===== src/sv/gctb_pkg.sv =====
// Package for the greedy capacitated tour builder.
// Holds sizes, codes and shared types; no dependencies.
package gctb_pkg;
	localparam int MaxNodes = 32;
	localparam int IdxBits = 5;
	localparam int CntBits = 6;
	localparam int CoordBits = 12;
	localparam int DemBits = 16;
	localparam int CostBits = 20;
	localparam int SqBits = 2 * CoordBits + 1;
	localparam int RootBits = CoordBits + 1;
	localparam logic [CostBits-1:0] CostMax = '1;

	localparam logic [1:0] CfgCapacity = 2'd0;
	localparam logic [1:0] CfgDepotX = 2'd1;
	localparam logic [1:0] CfgDepotY = 2'd2;

	localparam logic [1:0] StOk = 2'd0;
	localparam logic [1:0] StDemand = 2'd1;
	localparam logic [1:0] StEmpty = 2'd2;

	typedef enum logic [3:0] {
		S_IDLE, S_TOUR, S_READ, S_SQRT, S_CMP, S_DECIDE, S_RET, S_RETSQ, S_EMIT, S_FLUSH
	} state_t;

	// Controller to datapath commands.
	typedef struct packed {
		logic load;
		logic start_solve;
		logic start_tour;
		logic start_scan;
		logic read_node;
		logic sqrt_start;
		logic compare;
		logic next_node;
		logic visit;
		logic start_return;
		logic close_tour;
		logic pend_to_out;
		logic out_err;
		logic [1:0] err_code;
		logic pend_last;
	} cmd_t;

	// Datapath to controller status.
	typedef struct packed {
		logic scan_done;
		logic node_skip;
		logic sqrt_done;
		logic found;
		logic fits;
		logic empty;
		logic pend_valid;
		logic tour_len_zero;
		logic out_free;
	} stat_t;
endpackage


===== src/sv/gctb_isqrt.sv =====
// Bit-serial integer square root, one result bit per cycle.
// Depends on gctb_pkg.
module gctb_isqrt import gctb_pkg::*; (
	input  logic                clk,
	input  logic                arst_n,
	input  logic                start,
	input  logic [SqBits-1:0]   radicand,
	output logic                done,
	output logic [RootBits-1:0] root
);
	logic [SqBits-1:0]   rem_q;
	logic [RootBits-1:0] root_q;
	logic [4:0]          step_q;
	logic                busy_q;
	logic                done_q;
	logic [SqBits+1:0]   trial;
	logic [SqBits+1:0]   rem_sh;

	// Restoring method: bring down two bits, try 4r+1.
	always_comb begin
		rem_sh = {rem_q, 2'b00} | (SqBits+2)'(radicand >> (2 * step_q) & 2'b11);
		trial = (SqBits+2)'({root_q, 2'b01});
	end

	// The done flag rises in the cycle after the last step, once the root is final.
	always_ff @(posedge clk or negedge arst_n) begin
		if (!arst_n) begin
			busy_q <= 1'b0;
			step_q <= '0;
			done_q <= 1'b0;
		end else if (start) begin
			busy_q <= 1'b1;
			step_q <= 5'(RootBits - 1);
			done_q <= 1'b0;
		end else begin
			done_q <= busy_q && step_q == 0;
			if (busy_q) begin
				if (step_q == 0) busy_q <= 1'b0;
				else step_q <= step_q - 5'd1;
			end
		end
	end

	always_ff @(posedge clk) begin
		if (start) begin
			rem_q <= '0;
			root_q <= '0;
		end else if (busy_q) begin
			if (rem_sh >= trial) begin
				rem_q <= SqBits'(rem_sh - trial);
				root_q <= {root_q[RootBits-2:0], 1'b1};
			end else begin
				rem_q <= SqBits'(rem_sh);
				root_q <= {root_q[RootBits-2:0], 1'b0};
			end
		end
	end

	assign done = done_q;
	assign root = root_q;
endmodule


===== src/sv/gctb_datapath.sv =====
// Datapath: node store, distance unit, nearest search and result register.
// Depends on gctb_pkg and gctb_isqrt.
module gctb_datapath import gctb_pkg::*; (
	input  logic                clk,
	input  logic                arst_n,
	input  cmd_t                cmd,
	output stat_t               stat,
	input  logic                cfg_we,
	input  logic [1:0]          cfg_index,
	input  logic [15:0]         cfg_data,
	input  logic [CoordBits-1:0] in_x,
	input  logic [CoordBits-1:0] in_y,
	input  logic [DemBits-1:0]  in_demand,
	output logic                out_valid,
	input  logic                out_ready,
	output logic [4:0]          out_tour,
	output logic [CntBits-1:0]  out_node,
	output logic [CostBits-1:0] out_cost,
	output logic                out_eot,
	output logic [1:0]          out_status,
	output logic                out_last
);
	logic [CoordBits-1:0] mem_x [MaxNodes];
	logic [CoordBits-1:0] mem_y [MaxNodes];
	logic [DemBits-1:0]   mem_d [MaxNodes];

	logic [DemBits-1:0]   capacity_q;
	logic [CoordBits-1:0] depot_x_q, depot_y_q;
	logic [CntBits-1:0]   loaded_q;
	logic [MaxNodes-1:0]  visited_q;
	logic [CoordBits-1:0] cur_x_q, cur_y_q;
	logic [DemBits-1:0]   remain_q;
	logic [CostBits-1:0]  run_cost_q;
	logic [4:0]           tour_q;
	logic [CntBits-1:0]   tour_len_q;
	logic [CntBits-1:0]   scan_q;
	logic [CoordBits-1:0] rd_x_q, rd_y_q;
	logic [DemBits-1:0]   rd_d_q;
	logic                 found_q;
	logic [IdxBits-1:0]   best_q;
	logic [RootBits-1:0]  best_d_q;
	logic [DemBits-1:0]   best_dem_q;
	logic [CoordBits-1:0] best_x_q, best_y_q;
	logic [SqBits-1:0]    sq_q;

	logic                 pend_v_q;
	logic [4:0]           pend_tour_q;
	logic [CntBits-1:0]   pend_node_q;
	logic [CostBits-1:0]  pend_cost_q;
	logic                 pend_eot_q, pend_last_q;

	logic                 ov_q;
	logic [4:0]           o_tour_q;
	logic [CntBits-1:0]   o_node_q;
	logic [CostBits-1:0]  o_cost_q;
	logic                 o_eot_q, o_last_q;
	logic [1:0]           o_stat_q;

	logic [CoordBits-1:0] ax, ay, bx, by, ddx, ddy;
	logic                 sq_done;
	logic [RootBits-1:0]  root;
	logic [CostBits:0]    cost_sum;
	logic [IdxBits-1:0]   rd_addr;

	// Distance operands: scan compares current against the read node; the
	// return leg compares current against the depot.
	always_comb begin
		ax = cur_x_q;
		ay = cur_y_q;
		bx = cmd.start_return ? depot_x_q : rd_x_q;
		by = cmd.start_return ? depot_y_q : rd_y_q;
		ddx = ax > bx ? ax - bx : bx - ax;
		ddy = ay > by ? ay - by : by - ay;
	end

	always_ff @(posedge clk) begin
		if (cmd.read_node || cmd.start_return)
			sq_q <= SqBits'(ddx) * SqBits'(ddx) + SqBits'(ddy) * SqBits'(ddy);
	end

	// The square is registered the cycle before the root unit starts.
	gctb_isqrt u_isqrt (
		.clk(clk), .arst_n(arst_n), .start(cmd.sqrt_start), .radicand(sq_q),
		.done(sq_done), .root(root)
	);

	// A visit adds the chosen node's distance; closing a tour adds the return leg.
	always_comb cost_sum = {1'b0, run_cost_q} + (CostBits+1)'(cmd.visit ? best_d_q : root);

	// A new scan starts at the first store entry.
	always_comb rd_addr = cmd.start_scan ? '0 : scan_q[IdxBits-1:0];

	always_ff @(posedge clk) begin
		if (cmd.load && loaded_q != CntBits'(MaxNodes)) begin
			mem_x[loaded_q[IdxBits-1:0]] <= in_x;
			mem_y[loaded_q[IdxBits-1:0]] <= in_y;
			mem_d[loaded_q[IdxBits-1:0]] <= in_demand;
		end
		if (cmd.start_scan || cmd.next_node) begin
			rd_x_q <= mem_x[rd_addr];
			rd_y_q <= mem_y[rd_addr];
			rd_d_q <= mem_d[rd_addr];
		end
	end

	always_ff @(posedge clk or negedge arst_n) begin
		if (!arst_n) begin
			capacity_q <= 16'd100;
			depot_x_q <= '0;
			depot_y_q <= '0;
			loaded_q <= '0;
			visited_q <= '0;
			cur_x_q <= '0;
			cur_y_q <= '0;
			remain_q <= '0;
			run_cost_q <= '0;
			tour_q <= '0;
			tour_len_q <= '0;
			scan_q <= '0;
			found_q <= 1'b0;
			best_q <= '0;
			best_d_q <= '0;
			best_dem_q <= '0;
			best_x_q <= '0;
			best_y_q <= '0;
			pend_v_q <= 1'b0;
			pend_tour_q <= '0;
			pend_node_q <= '0;
			pend_cost_q <= '0;
			pend_eot_q <= 1'b0;
			pend_last_q <= 1'b0;
			ov_q <= 1'b0;
			o_tour_q <= '0;
			o_node_q <= '0;
			o_cost_q <= '0;
			o_eot_q <= 1'b0;
			o_last_q <= 1'b0;
			o_stat_q <= StOk;
		end else begin
			if (cfg_we) begin
				case (cfg_index)
					CfgCapacity: capacity_q <= cfg_data;
					CfgDepotX: depot_x_q <= cfg_data[CoordBits-1:0];
					CfgDepotY: depot_y_q <= cfg_data[CoordBits-1:0];
					default: ;
				endcase
			end
			if (cmd.load && loaded_q != CntBits'(MaxNodes))
				loaded_q <= loaded_q + 1'b1;
			if (cmd.start_solve) begin
				visited_q <= '0;
				tour_q <= '0;
				pend_v_q <= 1'b0;
			end
			if (cmd.start_tour) begin
				cur_x_q <= depot_x_q;
				cur_y_q <= depot_y_q;
				remain_q <= capacity_q;
				run_cost_q <= '0;
				tour_len_q <= '0;
				if (!cmd.start_solve) tour_q <= tour_q + 1'b1;
			end
			if (cmd.start_scan) begin
				scan_q <= 6'd1;
				found_q <= 1'b0;
			end
			if (cmd.next_node) scan_q <= scan_q + 1'b1;
			if (cmd.compare) begin
				if (!found_q || root < best_d_q) begin
					found_q <= 1'b1;
					best_q <= IdxBits'(scan_q - 1'b1);
					best_d_q <= root;
					best_dem_q <= rd_d_q;
					best_x_q <= rd_x_q;
					best_y_q <= rd_y_q;
				end
			end
			if (cmd.visit) begin
				run_cost_q <= cost_sum[CostBits] ? CostMax : cost_sum[CostBits-1:0];
				remain_q <= remain_q - best_dem_q;
				cur_x_q <= best_x_q;
				cur_y_q <= best_y_q;
				visited_q[best_q] <= 1'b1;
				tour_len_q <= tour_len_q + 1'b1;
				pend_v_q <= 1'b1;
				pend_tour_q <= tour_q;
				pend_node_q <= CntBits'(best_q) + 1'b1;
				pend_cost_q <= '0;
				pend_eot_q <= 1'b0;
				pend_last_q <= 1'b0;
			end
			if (cmd.close_tour) begin
				pend_cost_q <= cost_sum[CostBits] ? CostMax : cost_sum[CostBits-1:0];
				pend_eot_q <= 1'b1;
			end
			if (cmd.pend_last) pend_last_q <= 1'b1;
			if (ov_q && out_ready) ov_q <= 1'b0;
			if (cmd.pend_to_out) begin
				ov_q <= 1'b1;
				pend_v_q <= 1'b0;
				o_tour_q <= pend_tour_q;
				o_node_q <= pend_node_q;
				o_cost_q <= pend_cost_q;
				o_eot_q <= pend_eot_q;
				o_last_q <= pend_last_q || cmd.pend_last;
				o_stat_q <= StOk;
			end else if (cmd.out_err) begin
				ov_q <= 1'b1;
				o_tour_q <= '0;
				o_node_q <= '0;
				o_cost_q <= '0;
				o_eot_q <= 1'b0;
				o_last_q <= 1'b1;
				o_stat_q <= cmd.err_code;
			end
		end
	end

	always_comb begin
		stat.scan_done = scan_q > loaded_q;
		stat.node_skip = visited_q[IdxBits'(scan_q - 1'b1)];
		stat.sqrt_done = sq_done;
		stat.found = found_q;
		stat.fits = best_dem_q <= remain_q;
		stat.empty = loaded_q == '0;
		stat.pend_valid = pend_v_q;
		stat.tour_len_zero = tour_len_q == '0;
		stat.out_free = !ov_q || out_ready;
	end

	assign out_valid = ov_q;
	assign out_tour = o_tour_q;
	assign out_node = o_node_q;
	assign out_cost = o_cost_q;
	assign out_eot = o_eot_q;
	assign out_status = o_stat_q;
	assign out_last = o_last_q;
endmodule


===== src/sv/gctb_ctrl.sv =====
// Controller state machine sequencing loads, scans, visits and results.
// Depends on gctb_pkg.
module gctb_ctrl import gctb_pkg::*; (
	input  logic  clk,
	input  logic  arst_n,
	input  logic  in_valid,
	output logic  in_ready,
	input  logic  in_cmd,
	input  stat_t stat,
	output cmd_t  cmd
);
	state_t state_q, state_d;

	always_ff @(posedge clk or negedge arst_n) begin
		if (!arst_n) state_q <= S_IDLE;
		else state_q <= state_d;
	end

	always_comb begin
		state_d = state_q;
		cmd = '0;
		in_ready = 1'b0;
		case (state_q)
			S_IDLE: begin
				in_ready = stat.out_free;
				if (in_valid && stat.out_free) begin
					if (!in_cmd) begin
						cmd.load = 1'b1;
					end else if (stat.empty) begin
						cmd.out_err = 1'b1;
						cmd.err_code = StEmpty;
					end else begin
						cmd.start_solve = 1'b1;
						cmd.start_tour = 1'b1;
						state_d = S_TOUR;
					end
				end
			end
			S_TOUR: begin
				cmd.start_scan = 1'b1;
				state_d = S_READ;
			end
			// Read registered; go past visited nodes.
			S_READ: begin
				if (stat.scan_done) begin
					state_d = S_DECIDE;
				end else if (stat.node_skip) begin
					cmd.next_node = 1'b1;
				end else begin
					cmd.read_node = 1'b1;
					state_d = S_SQRT;
				end
			end
			S_SQRT: begin
				cmd.sqrt_start = 1'b1;
				state_d = S_CMP;
			end
			S_CMP: begin
				if (stat.sqrt_done) begin
					cmd.compare = 1'b1;
					cmd.next_node = 1'b1;
					state_d = S_READ;
				end
			end
			S_DECIDE: begin
				if (stat.found && stat.fits) begin
					// The previous result must leave the holding slot first.
					if (!stat.pend_valid) begin
						cmd.visit = 1'b1;
						state_d = S_TOUR;
					end else if (stat.out_free) begin
						cmd.pend_to_out = 1'b1;
					end
				end else if (stat.tour_len_zero) begin
					if (stat.out_free) begin
						cmd.out_err = 1'b1;
						cmd.err_code = StDemand;
						state_d = S_IDLE;
					end
				end else begin
					cmd.start_return = 1'b1;
					state_d = S_RETSQ;
				end
			end
			S_RETSQ: begin
				cmd.sqrt_start = 1'b1;
				state_d = S_RET;
			end
			S_RET: begin
				if (stat.sqrt_done) begin
					cmd.close_tour = 1'b1;
					cmd.pend_last = !stat.found;
					state_d = S_FLUSH;
				end
			end
			S_FLUSH: begin
				if (stat.out_free) begin
					cmd.pend_to_out = 1'b1;
					if (stat.found) begin
						cmd.start_tour = 1'b1;
						state_d = S_TOUR;
					end else begin
						state_d = S_IDLE;
					end
				end
			end
			S_EMIT: state_d = S_IDLE;
			default: state_d = S_IDLE;
		endcase
	end
endmodule


===== src/sv/greedy_capacitated_tour_builder.sv =====
// Top level of the greedy capacitated tour builder.
// Depends on gctb_pkg, gctb_ctrl and gctb_datapath.
// A load request writes the next node into the store while idle. A solve
// request scans every unvisited node for each step of a tour; each candidate
// is read from the store, squared and passed through the bit-serial square
// root unit (13 root steps) before it is compared, and a visited node is
// passed over without a distance. New requests are taken only after the
// solve has finished; a holding slot and one result register decouple
// the output.
module greedy_capacitated_tour_builder import gctb_pkg::*; (
	input  logic        clk,
	input  logic        arst_n,
	input  logic        cfg_we,
	input  logic [1:0]  cfg_index,
	input  logic [15:0] cfg_data,
	input  logic        s_axis_tvalid,
	output logic        s_axis_tready,
	input  logic        s_axis_tuser,  // cmd
	input  logic [39:0] s_axis_tdata,  // node_x, node_y, node_demand
	output logic        m_axis_tvalid,
	input  logic        m_axis_tready,
	output logic [31:0] m_axis_tdata,  // tour_number, node_number, tour_cost, end_of_tour
	output logic [1:0]  m_axis_tuser,  // status
	output logic        m_axis_tlast
);
	cmd_t  cmd;
	stat_t stat;
	logic [4:0]          o_tour;
	logic [CntBits-1:0]  o_node;
	logic [CostBits-1:0] o_cost;
	logic                o_eot;

	gctb_ctrl u_ctrl (
		.clk(clk), .arst_n(arst_n), .in_valid(s_axis_tvalid), .in_ready(s_axis_tready),
		.in_cmd(s_axis_tuser), .stat(stat), .cmd(cmd)
	);

	gctb_datapath u_dp (
		.clk(clk), .arst_n(arst_n), .cmd(cmd), .stat(stat),
		.cfg_we(cfg_we), .cfg_index(cfg_index), .cfg_data(cfg_data),
		.in_x(s_axis_tdata[11:0]), .in_y(s_axis_tdata[23:12]),
		.in_demand(s_axis_tdata[39:24]),
		.out_valid(m_axis_tvalid), .out_ready(m_axis_tready),
		.out_tour(o_tour), .out_node(o_node), .out_cost(o_cost), .out_eot(o_eot),
		.out_status(m_axis_tuser), .out_last(m_axis_tlast)
	);

	assign m_axis_tdata = {o_eot, o_cost, o_node, o_tour};
endmodule


===== config.mk =====
export PLATFORM = sky130hd
export DESIGN_NAME = greedy_capacitated_tour_builder
export DESIGN_NICKNAME = d
export VERILOG_FILES = /design/src/sv/gctb_pkg.sv /design/src/sv/gctb_isqrt.sv /design/src/sv/gctb_datapath.sv /design/src/sv/gctb_ctrl.sv /design/src/sv/greedy_capacitated_tour_builder.sv
export SDC_FILE = /design/constraint.sdc
export NUM_CORES = 2
export LEC_CHECK = 0
export CORE_ASPECT_RATIO = 1.1
export CORE_MARGIN = 3
export CORE_UTILIZATION = 45
export DETAILED_ROUTE_END_ITERATION = 8
export DONT_BUFFER_PORTS = 1
export PLACE_DENSITY = 0.64
export SLEW_MARGIN = 20
export SYNTH_ARGS = -nofsm -noshare
export SYNTH_HDL_FRONTEND = slang
export SYNTH_SLANG_ARGS = --single-unit

===== constraint.sdc =====
create_clock -name clk -period 21.7 [get_ports clk]
set_clock_uncertainty 0.1 [all_clocks]
set_input_delay 2.17 -clock clk [delete_from_list [all_inputs] [get_ports clk]]
set_output_delay 2.17 -clock clk [all_outputs]
set_load 0.02 [all_outputs]

==> flow_summary.toml <==
[run_status]
status = "finished clean"

[cts]
cts_hold_buffers = 0
clock_latency_ps = 820
cts_tree = "done"
cts_buffer_depth = 3
post_cts_resized = 0
cts.clk_slew.worst_paths_ps = 60
clock-sinks = 1678
htree_levels = 4
numCtsBuffers = 170
postCtsSetupBuffers = 0
root_buffer = "clkbuf_16"

[synthesis]
syn-num-nets = 6758
yosys-top-cells-area = "edfxtp_1, dfrtp_1, fa_1, mux2_2, ha_1"
synth-edff-count = 1345
synth_ff_type = "edfxtp_1"
avgSynthCellArea_um2 = 12.88
yosysTopAreaCellShare_pct = 50.12
syn_inst = 6258
yosysTopAreaCell = "edfxtp_1"
synth_async_sr_flop_share_pct = 17.58
synth_cell_type_count = 90
ys.warnings.count = 0
ys_seq_area_share_pct = 60.23
synth.cell_area_um2 = 80580
ys_seq_elements = 1678

[place]
hpwl_um = 119700
post_dp_cell_area_um2 = 83210
io_buffers = 0
place_congestion = 0.8870

[worst_setup_path]
crit_slowest_cell = "nor2b_1"
startpoint_type = "flop"
worstPathMaxFanout = 27
cp_common_cell = "fa_1"
r2r-start = "u_dp.best_dem_q[0]$_DFFE_PN0P_"
cp_slowest_stage_delay_ps = 600
crit_type = "reg -> reg"
reg2reg_depth = 46
rrSetupSlack_ps = 8770
critPathCaptureType = "flop"
critPathArrivalTime_ps = 13370
r2r-end = "u_dp.sq_q[21]$_DFFE_PP_"
crit_end = "u_dp.sq_q[21]$_DFFE_PP_"
cp-startpoint = "u_dp.best_dem_q[0]$_DFFE_PN0P_"
crit_required_ps = 22140

[hold_path]
hp-class = "reg -> reg"

[global_route]
grt_max_degree = 296
grt_pass1_wl_um = 311100
antenna_found_initial = 9
grt_overflow = 0
gr-usage-all-layers_pct = 22.14
grt_pass1_vias = 49659

[die]
die_y_um = 449.8
start_util_pct = 45.38
die_area_um2 = 184200
row_count = 162
core_area_um2 = 177600
io-pin-count = 101
die_x_um = 409.5

[sta]
rsz0062_at_grt = "false"
setup_viol = 0
worst_pin_slew_ps = 1164
fmax_mhz = 77.34
maxSlewHeadroom_pct = 21.57
setup_tns_ps = 0
maxSlewViolCount = 0
finalHoldViolCount = 0
layout_min_cycle_time_ps = 12930
fin_crit_sh_pct = 59.58
hold_ws_ps = 352.8

[final_layout]
fin_nets = 6670
areaGrowthSynthToFinish_pct = 10.23
final_area_um2 = 88820
drive_gt1_share_pct = 12.52

[route]
route.detailed.drc = 0
ant_nets = 0
via_per_inst = 5.723
via_count = 49771
wl_per_cell_um = 23.68
detailedRoute.firstPassIterationCount = 6
drt_iter0_drc = 4915
wl_um = 205900

[flow_run]
cap_violations = 0
## per-stage QoR
step | worst slack (ps) | utilization, % | std cells
2_1_floorplan | 10390 | - | 6258
3_3_place_gp | 9042 | 46.85 | 8375
3_5_place_dp | 8910 | 46.86 | 8376
4_1_cts | 8869 | 50.00 | 8680
5_1_grt | 7953 | 50.00 | 8680
6_report | 8771 | 50.02 | 8697
## registers in the layout, summed over array words and instances (netlist names), 20 cells and up
| register | flops |
|---|---|
| u_dp.visited_q | 32 |
| u_dp.pend_cost_q | 20 |
| u_dp.mem_d | 512 |
| u_dp.out_cost | 20 |
| u_dp.mem_x | 384 |
| u_dp.run_cost_q | 20 |
| u_dp.sq_q | 25 |
| u_dp.mem_y | 384 |
| u_dp.u_isqrt.rem_q | 25 |
## cell usage in the layout, fill, tap and decap left out, drive strengths merged, types with 228 or more instances in the layout
master and n:
nor2 550, clkbuf 228, ha 231, nand2 625, o21ai 335, mux2 275
inv 414, edfxtp 1345, nand3 241, dfrtp 292
## logic make-up (layout without fill, tap and decap cells)
kind of cell,after synthesis,count (layout),share of synthesized area [%]
flops,1678,1678,60.23
simple gates,1728,1728,9.391
xor+xnor,112,112,1.255
buf+inv,754,798,3.640
mux,595,595,9.313
other cells,0,17,0
compound gates,955,955,7.490
fa+ha+maj,436,436,8.680
## worst min path at each step
stage,start,endpoint,slack [ps],cells after the start
after floorplan,u_dp.pend_node_q[1]$_DFFE_PN0P_,u_dp.pend_node_q[1]$_DFFE_PN0P_,350,2
after global placement,u_dp.pend_eot_q$_DFFE_PN0P_,u_dp.pend_eot_q$_DFFE_PN0P_,360,2
after detailed placement,u_dp.rd_d_q[2]$_DFFE_PP_,u_dp.best_dem_q[2]$_DFFE_PN0P_,360,1
after CTS,u_dp.rd_d_q[2]$_DFFE_PP_,u_dp.best_dem_q[2]$_DFFE_PN0P_,350,1
after global routing,u_dp.rd_d_q[2]$_DFFE_PP_,u_dp.best_dem_q[2]$_DFFE_PN0P_,380,1
final,u_dp.rd_d_q[2]$_DFFE_PP_,u_dp.best_dem_q[2]$_DFFE_PN0P_,350,1
## cell type report
type,instances,area (um^2)
Clock buffer,228,4593
Timing Repair Buffer,85,688.2
Fill cell,15096,88740
Antenna cell,17,42.54
Sequential cell,1678,48540
Tap cell,2378,2975
Multi-Input combinational cell,3826,29470
Clock inverter,76,974.7
Inverter,409,1535
## metal layers
layer	GRT usage, %	routed length, um	up-vias
li1	-	-	22446
met1	29.46	84920	25256
met2	36.91	100100	1691
met3	3.758	14270	376
met4	7.367	6609	2
met5	0	20	-
## cell usage after synthesis (27+ instances only)
library cell,n
edfxtp_1,1345
fa_1,205
and3_1,98
buf_2,55
buf_1,42
nor3_1,46
a21o_1,31
nand2b_1,27
dfxtp_1,38
a31oi_1,184
a211oi_1,97
mux2i_1,224
nand3_1,241
a22o_1,60
ha_1,231
inv_1,400
clkbuf_1,243
xnor2_1,69
mux4_2,94
nand2_1,625
a21oi_1,107
nor2b_1,33
mux2_2,275
dfrtp_1,292
o21ai_0,331
xor2_1,39
nor2_1,549
## worst max-delay path: cells and delay by family (launching register included)
kind / cells / cell delay, ps
AND/OR/NAND/NOR: 10 / 2070
flip-flops: 1 / 380
AO/OA/AOI/OAI: 14 / 3110
buffers and inverters: 7 / 1180
multiplexers: 2 / 790
adder cells (fa/ha/maj): 12 / 4880
XOR/XNOR: 1 / 80
Power is not shown: default switching activity piles up to over one toggle a cycle in this logic, so the estimate is an artifact.
